**src/hw/rtl/spc_pkg.sv**
```systemverilog
// Shared types, constants and helper functions of the servo position controller.
`timescale 1ns / 1ps

package spc_pkg;

  // Channel and field sizes.
  localparam int unsigned NUM_CH  = 4;
  localparam int unsigned CH_W    = 2;
  localparam int unsigned POS_W   = 8;
  localparam int unsigned GAIN_W  = 16;
  localparam int unsigned OFFS_W  = 24;
  localparam int unsigned STEP_W  = 4;
  localparam int unsigned BTN_W   = 7;
  localparam int unsigned CFG_IDX_W = 3;

  // Serial parser constants.
  localparam logic [STEP_W-1:0] LAST_STEP  = 4'd11;
  localparam logic [POS_W-1:0]  ASCII_ZERO = 8'd48;

  // Configuration reset values.
  localparam logic [POS_W-1:0]  PERIOD_TOP_RST    = 8'd155;
  localparam logic [GAIN_W-1:0] GAIN_OUTER_RST    = 16'd2249;
  localparam logic [GAIN_W-1:0] GAIN_INNER_RST    = 16'd1863;
  localparam logic [OFFS_W-1:0] OFFSET_FIRST_RST  = 24'd104858;
  localparam logic [OFFS_W-1:0] OFFSET_SECOND_RST = 24'd452198;
  localparam logic [OFFS_W-1:0] OFFSET_THIRD_RST  = 24'd452198;
  localparam logic [OFFS_W-1:0] OFFSET_FOURTH_RST = 24'd648806;

  // Erased preset value.
  localparam logic [POS_W-1:0] PRESET_RST = 8'd255;

  // Kind of input transaction.
  typedef enum logic [1:0] {
    REQ_TICK   = 2'd0,
    REQ_ADC    = 2'd1,
    REQ_SERIAL = 2'd2,
    REQ_BUTTON = 2'd3
  } req_t;

  // Operating mode.
  typedef enum logic [1:0] {
    MODE_MANUAL = 2'd0,
    MODE_RECALL = 2'd1,
    MODE_SERIAL = 2'd2
  } mode_t;

  // Configuration register indexes.
  typedef enum logic [CFG_IDX_W-1:0] {
    CFG_PERIOD_TOP    = 3'd0,
    CFG_GAIN_OUTER    = 3'd1,
    CFG_GAIN_INNER    = 3'd2,
    CFG_OFFSET_FIRST  = 3'd3,
    CFG_OFFSET_SECOND = 3'd4,
    CFG_OFFSET_THIRD  = 3'd5,
    CFG_OFFSET_FOURTH = 3'd6
  } cfg_idx_t;

  // Configuration register file as seen by the mapping unit.
  typedef struct packed {
    logic [POS_W-1:0]                period_top;
    logic [GAIN_W-1:0]               gain_outer;
    logic [GAIN_W-1:0]               gain_inner;
    logic [NUM_CH-1:0][OFFS_W-1:0]   offset;
  } cfg_t;

  // Channel addressed by a parser step; out-of-range steps act as step zero.
  function automatic logic [CH_W-1:0] step_chan(input logic [STEP_W-1:0] step);
    logic [CH_W-1:0] ch;
    case (step)
      4'd0, 4'd1, 4'd2:  ch = 2'd0;
      4'd3, 4'd4, 4'd5:  ch = 2'd1;
      4'd6, 4'd7, 4'd8:  ch = 2'd2;
      4'd9, 4'd10, 4'd11: ch = 2'd3;
      default:           ch = 2'd0;
    endcase
    return ch;
  endfunction

  // Digit position within a channel: hundreds, tens or units.
  function automatic logic [1:0] step_phase(input logic [STEP_W-1:0] step);
    logic [1:0] ph;
    case (step)
      4'd0, 4'd3, 4'd6, 4'd9:  ph = 2'd0;
      4'd1, 4'd4, 4'd7, 4'd10: ph = 2'd1;
      4'd2, 4'd5, 4'd8, 4'd11: ph = 2'd2;
      default:                 ph = 2'd0;
    endcase
    return ph;
  endfunction

endpackage

```
**src/hw/rtl/spc_ram.sv**
```systemverilog
// Generic single-write, single-read RAM with registered read data.
`timescale 1ns / 1ps

module spc_ram #(
  parameter int unsigned WIDTH = 8,
  parameter int unsigned DEPTH = 4
) (
  input  logic                     clk,
  input  logic                     wr_en,
  input  logic [$clog2(DEPTH)-1:0] wr_addr,
  input  logic [WIDTH-1:0]         wr_data,
  input  logic                     rd_en,
  input  logic [$clog2(DEPTH)-1:0] rd_addr,
  output logic [WIDTH-1:0]         rd_data
);

  logic [WIDTH-1:0] mem [DEPTH];
  logic [WIDTH-1:0] rd_data_r;

  // Write port.
  always_ff @(posedge clk) begin
    if (wr_en) begin
      mem[wr_addr] <= wr_data;
    end
  end

  // Registered read port; data holds while no read is issued.
  always_ff @(posedge clk) begin
    if (rd_en) begin
      rd_data_r <= mem[rd_addr];
    end
  end

  assign rd_data = rd_data_r;

endmodule

```
**src/hw/rtl/spc_map.sv**
```systemverilog
// Linear Q16 map from a raw value to a saturated channel position.
`timescale 1ns / 1ps

module spc_map (
  input  spc_pkg::cfg_t                  cfg,
  input  logic [spc_pkg::CH_W-1:0]       chan,
  input  logic [spc_pkg::POS_W-1:0]      raw,
  output logic [spc_pkg::POS_W-1:0]      pos
);

  localparam int unsigned PROD_W = spc_pkg::POS_W + spc_pkg::GAIN_W;
  localparam int unsigned SUM_W  = spc_pkg::OFFS_W + 1;

  logic [spc_pkg::GAIN_W-1:0] gain;
  logic [PROD_W-1:0]          prod;
  logic [SUM_W-1:0]           sum;
  logic [SUM_W-17:0]          whole;

  // Outer channels share one slope, inner channels the other.
  assign gain = (chan == 2'd0 || chan == 2'd3) ? cfg.gain_outer : cfg.gain_inner;

  // Multiply, add the offset, drop the fraction and clamp.
  assign prod  = {{spc_pkg::GAIN_W{1'b0}}, raw} * {{spc_pkg::POS_W{1'b0}}, gain};
  assign sum   = SUM_W'(prod) + {1'b0, cfg.offset[chan]};
  assign whole = sum[SUM_W-1:16];
  assign pos   = whole[SUM_W-17] ? {spc_pkg::POS_W{1'b1}} : whole[spc_pkg::POS_W-1:0];

endmodule

```
**src/hw/rtl/servo_position_controller_core.sv**
```systemverilog
// Top level of the four-channel servo position controller.
`timescale 1ns / 1ps

// Takes one transaction per cycle unless the result stream stalls (tick,
// converter sample, serial character or button mask) and returns one result
// per transaction: the pulse levels seen before the transaction and the mode,
// indicator and four positions after it. A transaction passes through an
// input stage, where the raw-value RAM is read, and the output register. The
// raw values live in a four-entry RAM with a registered read port; a write
// from the executing transaction to the entry that the next one reads is
// forwarded, so transactions flow back to back. Each execute cycle holds one
// 8x16 multiply-add for the position map. Config writes are ready whenever
// the block is out of reset and must only be issued while the block is idle.
module servo_position_controller_core (
  input  logic        clk,
  input  logic        rst_n,
  // Input stream.
  input  logic        in_tvalid,
  output logic        in_tready,
  input  logic [31:0] in_tdata,   // channel[1:0], sample[9:2], rx_byte[17:10], buttons[24:18]
  input  logic [1:0]  in_tuser,   // req_type[1:0]
  // Result stream.
  output logic        out_tvalid,
  input  logic        out_tready,
  output logic [47:0] out_tdata,  // pwm_levels[3:0], mode[5:4], indicator[13:6],
                                  // pos_first[21:14], pos_second[29:22],
                                  // pos_third[37:30], pos_fourth[45:38]
  // Configuration writes.
  input  logic        cfg_valid,
  output logic        cfg_ready,
  input  logic [2:0]  cfg_index,
  input  logic [23:0] cfg_data
);

  localparam int unsigned NCH   = spc_pkg::NUM_CH;
  localparam int unsigned PW    = spc_pkg::POS_W;
  localparam int unsigned SW    = spc_pkg::STEP_W;
  localparam int unsigned CW    = spc_pkg::CH_W;

  // Configuration registers.
  spc_pkg::cfg_t cfg_r;

  // Input stage.
  logic                     s1_valid_r;
  spc_pkg::req_t            s1_req_r;
  logic [CW-1:0]            s1_chan_r;
  logic [PW-1:0]            s1_sample_r;
  logic [PW-1:0]            s1_rx_r;
  logic [spc_pkg::BTN_W-1:0] s1_btn_r;
  logic                     s1_fwd_r;
  logic [PW-1:0]            s1_fwd_data_r;
  logic                     s1_rd_vld_r;

  // Controller state.
  spc_pkg::mode_t           mode_r, mode_nxt;
  logic [NCH-1:0][PW-1:0]   pos_r, pos_nxt;
  logic [NCH-1:0][PW-1:0]   preset_r, preset_nxt;
  logic [NCH-1:0]           raw_vld_r, raw_vld_nxt;
  logic [PW-1:0]            raw1_r, raw1_nxt;
  logic [SW-1:0]            step_r, step_nxt;
  logic [PW-1:0]            count_r, count_nxt;
  logic [PW-1:0]            ind_r, ind_nxt;

  // Output register.
  logic                     out_tvalid_r;
  logic [47:0]              out_tdata_r, out_tdata_nxt;

  // Pipeline control.
  logic accept_in;
  logic advance;
  logic s1_exec;

  // Raw-value RAM ports.
  logic          ram_wr_en;
  logic [CW-1:0] ram_wr_addr;
  logic [PW-1:0] ram_wr_data;
  logic [CW-1:0] ram_rd_addr;
  logic [PW-1:0] ram_rd_data;

  // Execute datapath.
  logic [SW-1:0]  cur_step;
  logic [CW-1:0]  ser_ch;
  logic [1:0]     ser_ph;
  logic [PW-1:0]  digit;
  logic [15:0]    digit_x100;
  logic [15:0]    digit_x10;
  logic [PW-1:0]  operand;
  logic [PW-1:0]  raw_new;
  logic [CW-1:0]  map_ch;
  logic [PW-1:0]  map_raw;
  logic [PW-1:0]  map_pos;
  logic [NCH-1:0] levels;
  spc_pkg::mode_t btn_mode;

  // Handshakes; nothing is taken while reset is asserted.
  assign advance   = !out_tvalid_r || out_tready;
  assign s1_exec   = s1_valid_r && advance;
  assign in_tready = rst_n && (!s1_valid_r || advance);
  assign accept_in = in_tvalid && in_tready;
  assign cfg_ready = rst_n;

  // Configuration register writes.
  always_ff @(posedge clk) begin
    if (!rst_n) begin
      cfg_r.period_top <= spc_pkg::PERIOD_TOP_RST;
      cfg_r.gain_outer <= spc_pkg::GAIN_OUTER_RST;
      cfg_r.gain_inner <= spc_pkg::GAIN_INNER_RST;
      cfg_r.offset[0]  <= spc_pkg::OFFSET_FIRST_RST;
      cfg_r.offset[1]  <= spc_pkg::OFFSET_SECOND_RST;
      cfg_r.offset[2]  <= spc_pkg::OFFSET_THIRD_RST;
      cfg_r.offset[3]  <= spc_pkg::OFFSET_FOURTH_RST;
    end else if (cfg_valid) begin
      case (spc_pkg::cfg_idx_t'(cfg_index))
        spc_pkg::CFG_PERIOD_TOP:    cfg_r.period_top <= cfg_data[PW-1:0];
        spc_pkg::CFG_GAIN_OUTER:    cfg_r.gain_outer <= cfg_data[spc_pkg::GAIN_W-1:0];
        spc_pkg::CFG_GAIN_INNER:    cfg_r.gain_inner <= cfg_data[spc_pkg::GAIN_W-1:0];
        spc_pkg::CFG_OFFSET_FIRST:  cfg_r.offset[0]  <= cfg_data;
        spc_pkg::CFG_OFFSET_SECOND: cfg_r.offset[1]  <= cfg_data;
        spc_pkg::CFG_OFFSET_THIRD:  cfg_r.offset[2]  <= cfg_data;
        spc_pkg::CFG_OFFSET_FOURTH: cfg_r.offset[3]  <= cfg_data;
        default: ;
      endcase
    end
  end

  // Raw-value store.
  spc_ram #(
    .WIDTH(PW),
    .DEPTH(NCH)
  ) u_raw_ram (
    .clk     (clk),
    .wr_en   (ram_wr_en),
    .wr_addr (ram_wr_addr),
    .wr_data (ram_wr_data),
    .rd_en   (accept_in),
    .rd_addr (ram_rd_addr),
    .rd_data (ram_rd_data)
  );

  // The read is issued for the parser step the new transaction will see.
  assign ram_rd_addr = spc_pkg::step_chan(step_nxt);

  // Input stage registers, with forwarding of a same-cycle write.
  always_ff @(posedge clk) begin
    if (!rst_n) begin
      s1_valid_r <= 1'b0;
    end else if (accept_in) begin
      s1_valid_r <= 1'b1;
    end else if (s1_exec) begin
      s1_valid_r <= 1'b0;
    end
  end

  always_ff @(posedge clk) begin
    if (accept_in) begin
      s1_req_r      <= spc_pkg::req_t'(in_tuser);
      s1_chan_r     <= in_tdata[1:0];
      s1_sample_r   <= in_tdata[9:2];
      s1_rx_r       <= in_tdata[17:10];
      s1_btn_r      <= in_tdata[24:18];
      s1_fwd_r      <= ram_wr_en && (ram_wr_addr == ram_rd_addr);
      s1_fwd_data_r <= ram_wr_data;
      s1_rd_vld_r   <= raw_vld_r[ram_rd_addr];
    end
  end

  // Parser step decode and digit arithmetic.
  assign cur_step   = (step_r > spc_pkg::LAST_STEP) ? '0 : step_r;
  assign ser_ch     = spc_pkg::step_chan(cur_step);
  assign ser_ph     = spc_pkg::step_phase(cur_step);
  assign digit      = s1_rx_r - spc_pkg::ASCII_ZERO;
  assign digit_x100 = {8'd0, digit} * 16'd100;
  assign digit_x10  = {8'd0, digit} * 16'd10;
  assign operand    = s1_fwd_r ? s1_fwd_data_r : (s1_rd_vld_r ? ram_rd_data : '0);

  always_comb begin
    case (ser_ph)
      2'd0:    raw_new = digit_x100[PW-1:0];
      2'd1:    raw_new = operand + digit_x10[PW-1:0];
      default: raw_new = operand + digit;
    endcase
  end

  // One mapping unit serves converter samples and completed serial values.
  assign map_ch  = (s1_req_r == spc_pkg::REQ_ADC) ? s1_chan_r : ser_ch;
  assign map_raw = (s1_req_r == spc_pkg::REQ_ADC) ? s1_sample_r : raw_new;

  spc_map u_map (
    .cfg  (cfg_r),
    .chan (map_ch),
    .raw  (map_raw),
    .pos  (map_pos)
  );

  // Mode chosen by a button mask, highest mode bit winning.
  always_comb begin
    btn_mode = mode_r;
    if (s1_btn_r[0]) btn_mode = spc_pkg::MODE_MANUAL;
    if (s1_btn_r[1]) btn_mode = spc_pkg::MODE_RECALL;
    if (s1_btn_r[2]) btn_mode = spc_pkg::MODE_SERIAL;
  end

  // Execute: next state for the transaction in the input stage.
  always_comb begin
    mode_nxt    = mode_r;
    pos_nxt     = pos_r;
    preset_nxt  = preset_r;
    raw_vld_nxt = raw_vld_r;
    raw1_nxt    = raw1_r;
    step_nxt    = step_r;
    count_nxt   = count_r;
    ind_nxt     = ind_r;
    ram_wr_en   = 1'b0;
    ram_wr_addr = ser_ch;
    ram_wr_data = raw_new;
    if (s1_exec) begin
      case (s1_req_r)
        spc_pkg::REQ_TICK: begin
          count_nxt = (count_r >= cfg_r.period_top) ? '0 : count_r + 8'd1;
        end
        spc_pkg::REQ_ADC: begin
          if (mode_r == spc_pkg::MODE_MANUAL) begin
            ram_wr_en            = 1'b1;
            ram_wr_addr          = s1_chan_r;
            ram_wr_data          = s1_sample_r;
            raw_vld_nxt[s1_chan_r] = 1'b1;
            pos_nxt[s1_chan_r]   = map_pos;
            if (s1_chan_r == 2'd1) begin
              raw1_nxt = s1_sample_r;
            end
          end
        end
        spc_pkg::REQ_SERIAL: begin
          if (mode_r == spc_pkg::MODE_SERIAL) begin
            ram_wr_en           = 1'b1;
            raw_vld_nxt[ser_ch] = 1'b1;
            if (ser_ph == 2'd2) begin
              pos_nxt[ser_ch] = map_pos;
            end
            step_nxt = (cur_step == spc_pkg::LAST_STEP) ? '0 : cur_step + 4'd1;
            if (ser_ch == 2'd1) begin
              raw1_nxt = raw_new;
              ind_nxt  = raw_new;
            end else begin
              ind_nxt  = raw1_r;
            end
          end
        end
        default: begin
          mode_nxt = btn_mode;
          for (int k = 0; k < NCH; k++) begin
            if (s1_btn_r[3+k]) begin
              ind_nxt = PW'(1) << k;
              if (btn_mode == spc_pkg::MODE_RECALL) begin
                pos_nxt[k] = preset_r[k];
              end else begin
                preset_nxt[k] = pos_r[k];
              end
            end
          end
        end
      endcase
    end
  end

  // Pulse levels come from the counter and positions before the transaction.
  always_comb begin
    for (int k = 0; k < NCH; k++) begin
      levels[k] = count_r < pos_r[k];
    end
  end

  assign out_tdata_nxt = {2'b00, pos_nxt[3], pos_nxt[2], pos_nxt[1], pos_nxt[0],
                          ind_nxt, mode_nxt, levels};

  // Controller state registers.
  always_ff @(posedge clk) begin
    if (!rst_n) begin
      mode_r    <= spc_pkg::MODE_MANUAL;
      pos_r     <= '0;
      preset_r  <= {NCH{spc_pkg::PRESET_RST}};
      raw_vld_r <= '0;
      raw1_r    <= '0;
      step_r    <= '0;
      count_r   <= '0;
      ind_r     <= '0;
    end else begin
      mode_r    <= mode_nxt;
      pos_r     <= pos_nxt;
      preset_r  <= preset_nxt;
      raw_vld_r <= raw_vld_nxt;
      raw1_r    <= raw1_nxt;
      step_r    <= step_nxt;
      count_r   <= count_nxt;
      ind_r     <= ind_nxt;
    end
  end

  // Output register.
  always_ff @(posedge clk) begin
    if (!rst_n) begin
      out_tvalid_r <= 1'b0;
    end else if (advance) begin
      out_tvalid_r <= s1_valid_r;
    end
  end

  always_ff @(posedge clk) begin
    if (s1_exec) begin
      out_tdata_r <= out_tdata_nxt;
    end
  end

  assign out_tvalid = out_tvalid_r;
  assign out_tdata  = out_tdata_r;

`ifndef SYNTHESIS
  // The parser step never leaves its twelve-step range.
  a_step_range: assert property (@(posedge clk) disable iff (!rst_n)
    step_r <= spc_pkg::LAST_STEP)
    else $error("parser step out of range");

  // Only a serial transaction moves the parser step.
  a_step_hold: assert property (@(posedge clk) disable iff (!rst_n)
    (s1_exec && s1_req_r != spc_pkg::REQ_SERIAL) |=> $stable(step_r))
    else $error("parser step moved without a serial transaction");

  // A save or recall leaves a one-hot indicator.
  a_ind_onehot: assert property (@(posedge clk) disable iff (!rst_n)
    (s1_exec && s1_req_r == spc_pkg::REQ_BUTTON && s1_btn_r[6:3] != 4'd0)
      |=> $onehot(ind_r))
    else $error("indicator not one-hot after save or recall");
`endif

endmodule
```
**config.mk**
```make
export PLATFORM = sky130hd
export DESIGN_NAME = servo_position_controller_core
export DESIGN_NICKNAME = d
export VERILOG_FILES = /design/src/hw/rtl/spc_pkg.sv /design/src/hw/rtl/spc_ram.sv /design/src/hw/rtl/spc_map.sv /design/src/hw/rtl/servo_position_controller_core.sv
export SDC_FILE = /design/constraint.sdc
export NUM_CORES = 1
export LEC_CHECK = 0
export ABC_AREA = 1
export BUFFER_PORTS_ARGS = -buffer_cell sky130_fd_sc_hd__buf_2
export CORE_MARGIN = 5
export CORE_UTILIZATION = 33
export CTS_CLUSTER_DIAMETER = 60
export CTS_CLUSTER_SIZE = 8
export DETAILED_ROUTE_END_ITERATION = 8
export PLACE_DENSITY_LB_ADDON = 0.25
export SLEW_MARGIN = 20
export SYNTH_ARGS = -nofsm -noshare
export SYNTH_HDL_FRONTEND = slang
export SYNTH_SLANG_ARGS = --single-unit
```
**constraint.sdc**
```tcl
create_clock -name clk -period 16.33 [get_ports clk]
set_clock_uncertainty 0.1 [all_clocks]
set_input_delay 3.266 -clock clk [delete_from_list [all_inputs] [get_ports clk]]
set_output_delay 3.266 -clock clk [all_outputs]
set_load 0.02 [all_outputs]
```
==> results.md <==
- Status: finished clean
- Synth Instances: 2966
- Worst-path maximum fanout: 45
- Final #Nets: 3305
- TNS Setup: 0 ns
- Top FF cell, synth: dfxtp_1
- Switching share of total power: 38.2%
- Die Width: 273 µm
- Area taken by multi-input logic gates: 12400 µm²
- Proportion of layout cells with a drive suffix above 1: 8.44%
- Yosys warning count: 0
- # setup viols final: 0
- PwrDens: 120 nW/µm²
- Maximum buffer depth of the clock tree: 3
- First-pass GRT wire length: 104000 µm
- Min Tclk post-route: 9.55 ns
- Most common cell after layout, fill and taps aside: nand2_1
- EDFF count, synth: 123
- Final Cycle Share: 58.5%
- Via/cell ratio: 4.88
- Worst Setup End Kind: register
- DP Area: 24200 µm²
- Met2 GRT Util: 27.4%
- Initial antenna violation count: 4
- Clk network pwr share: 31.8%
- Int Power: 0.00190 W
- Yosys top cell area share: 20.7%
- Slowest cell on crit path: o21ai_0
- Layout area overhead: 12.4%
- Routed via count: 19.4k
- Kind of critical path: reg -> reg
- Worst EP required: 16.56 ns
- #FFs+latches synth: 359
- Most frequent cells in the layout: 538 x nand2_1, 402 x nor2_1, 393 x inv_1
- Unique masters post-synth: 59
- GRT met3 Usage: 3.05%
- Clock Pin Slew Worst Setup and Hold Paths: 0.05 ns
- Placed cell count: 3897
- Critical path depth in cells: 33
- Combinational power share: 36.3%
- Final Cell Area: 25600 µm²
- Peak supply drop: 0.0000770 V
- P_sw: 0.00117 W
- Vias in the first global route: 18.3k
- H-tree Lvls: 2
- Ports: 117
- CTS tree: yes
- Clock Sinks: 359
- Row count: 96
- Area of the mapped netlist: 22800 µm²
- Syn_area_per_cell: 7.69 µm²
- # DRC: 0
- Num CTS Buffers: 52
- Post-CTS sizing: 0
- Root buffer cell: clkbuf_16
- WP buf/inv: 8
- Skew-Pair Late Insertion Delay: 0.60 ns
- Global Route Usage Sum: 17.3%
- Total core area: 68600 µm²
- CP startpoint kind: register
- Hold path depth: 2
- Final Util: 37.4%
- Cell mode on critical path: nand2_1
- Height of the die: 273 µm
- Critical path data arrival time: 9.78 ns
- Iteration-0 DRC Markers: 1568
- Average wire per standard cell: 16.6 µm
- Layer with the highest usage: met2
- Post-CTS Setup Inserts: 0
- RSZ-0062 raised after global routing: false
- Routability cong.: 0.879
- Fin cells: 3979
- Largest net degree at the start of global routing: 106
- Max Cap Viol: 0
- Detail Route Antenna Nets: 0
- Main area contributors after synthesis: dfxtp_1 21%, edfxtp_1 16%, fa_1 9.6%
- Final slew viol count: 0
- Die area: 74500 µm²
- Final Hold Violating Endpoints: 0
- Post-DP HPWL: 46100 µm
- Hold WC Path Type: reg -> reg
- Worst-margin pin slew: 1.12 ns
- CP delay by family, top: adder cells
- Fillers: 7193
- Static leakage: 11.4 nW
- Synth async-reset ratio: 0%
- I/O Buffers: 107
- Sequential share of the synthesized area: 36.9%
- CTS hold repair buffers: 0
- Slew HR: 25.1%
- Routed WL: 66100 µm
- M1 GR Usage: 25.0%
- Storage cell area: 8420 µm²
- Fmax: 0.105 GHz
- Overall Power: 0.00308 W
- Drt pass-1 iters: 6
- Worst R2R Path Depth: 33
- Leading area contributor after synthesis: dfxtp_1
- Initial Util: 33.3%
- Grt ovf: 0
- Crit-path max cell delay: 0.79 ns
- Reg power frac: 31.9%
==> layout make-up <==
class	instances	area share, %
Clock inverter	5	0.171
Sequential cell	359	32.8
Inverter	410	6.01
Antenna cell	2	0.0195
Tap cell	931	4.54
Clock buffer	75	5.45
Timing Repair Buffer	132	2.83
Multi-Input combinational cell	2065	48.2
==> sequential cells by signal, summed over array words and instances (netlist names), 32 cells and up <==
signal,count
u_raw_ram.mem,32
preset_r,32
cfg_r,136
pos_r,32
out_tdata,46
==> cells in the mapped netlist, types with 13 or more instances <==
cell and number:
nand2_1 539, nor2_1 403, inv_1 394, o21ai_0 292
dfxtp_1 236, a21oi_1 234, edfxtp_1 123, clkbuf_1 115
nand3_1 112, ha_1 110, fa_1 109, o21ai_1 36
o211ai_1 27, o22a_1 16, nand4_1 13, xnor2_1 13
==> kinds of logic (layout without fill, tap and decap cells) <==
group                    after synthesis  count (layout)  synth area share (%)
AO/OA/AOI/OAI                        688             688                  16.8
XOR/XNOR                              25              25                 0.959
adder cells (fa/ha/maj)              219             219                  15.6
buffers and inverters                543             622                  9.16
flip-flops                           359             359                  36.9
multiplexers                           2               2                0.0877
other                                  1               4                0.0164
AND/OR/NAND/NOR                     1129            1129                  20.5
==> per-stage QoR <==
stage	hold WS, ns	setup WS, ns
finish	0.345	6.78
detailed placement	0.337	6.77
global route	0.371	6.06
floorplan	0.324	8.74
global placement	0.334	6.78
CTS	0.347	6.72
==> power by group through the flow <==
stage / Sequential, W / Clock [W] / Combinational [W]
after floorplan: 0.00100 / 0 / 0.000754
after detailed placement: 0.00100 / 0 / 0.00111
final: 0.000983 / 0.000978 / 0.00112
after CTS: 0.000982 / 0.00101 / 0.00112
after global routing: 0.000985 / 0.00104 / 0.00125
after global placement: 0.00100 / 0 / 0.00111
==> layer usage <==
layer | wire length, µm | vias to the layer above
met5 | 21 | -
met4 | 1110 | 4
met3 | 4120 | 81
met2 | 29000 | 488
met1 | 31800 | 9086
li1 | - | 9773
==> path summary, 6_finish.rpt <==
path	start	end	slack (ns)
worst max-delay path	s1_req_r[0]$_DFFE_PP_	out_tdata[42]$_DFFE_PP_	6.78
worst min-delay path	cfg_r[120]$_SDFFE_PN0P_	cfg_r[120]$_SDFFE_PN0P_	0.35
worst max register to register	s1_req_r[0]$_DFFE_PP_	out_tdata[42]$_DFFE_PP_	6.78
worst min register to register	cfg_r[120]$_SDFFE_PN0P_	cfg_r[120]$_SDFFE_PN0P_	0.35
==> tightest hold or removal path, stage by stage, from the launching register on <==
cell and delay, ns:
dfxtp_1 0.29, inv_1 0.05, a21oi_1 0.05
Power figures use the tool's default switching activity.
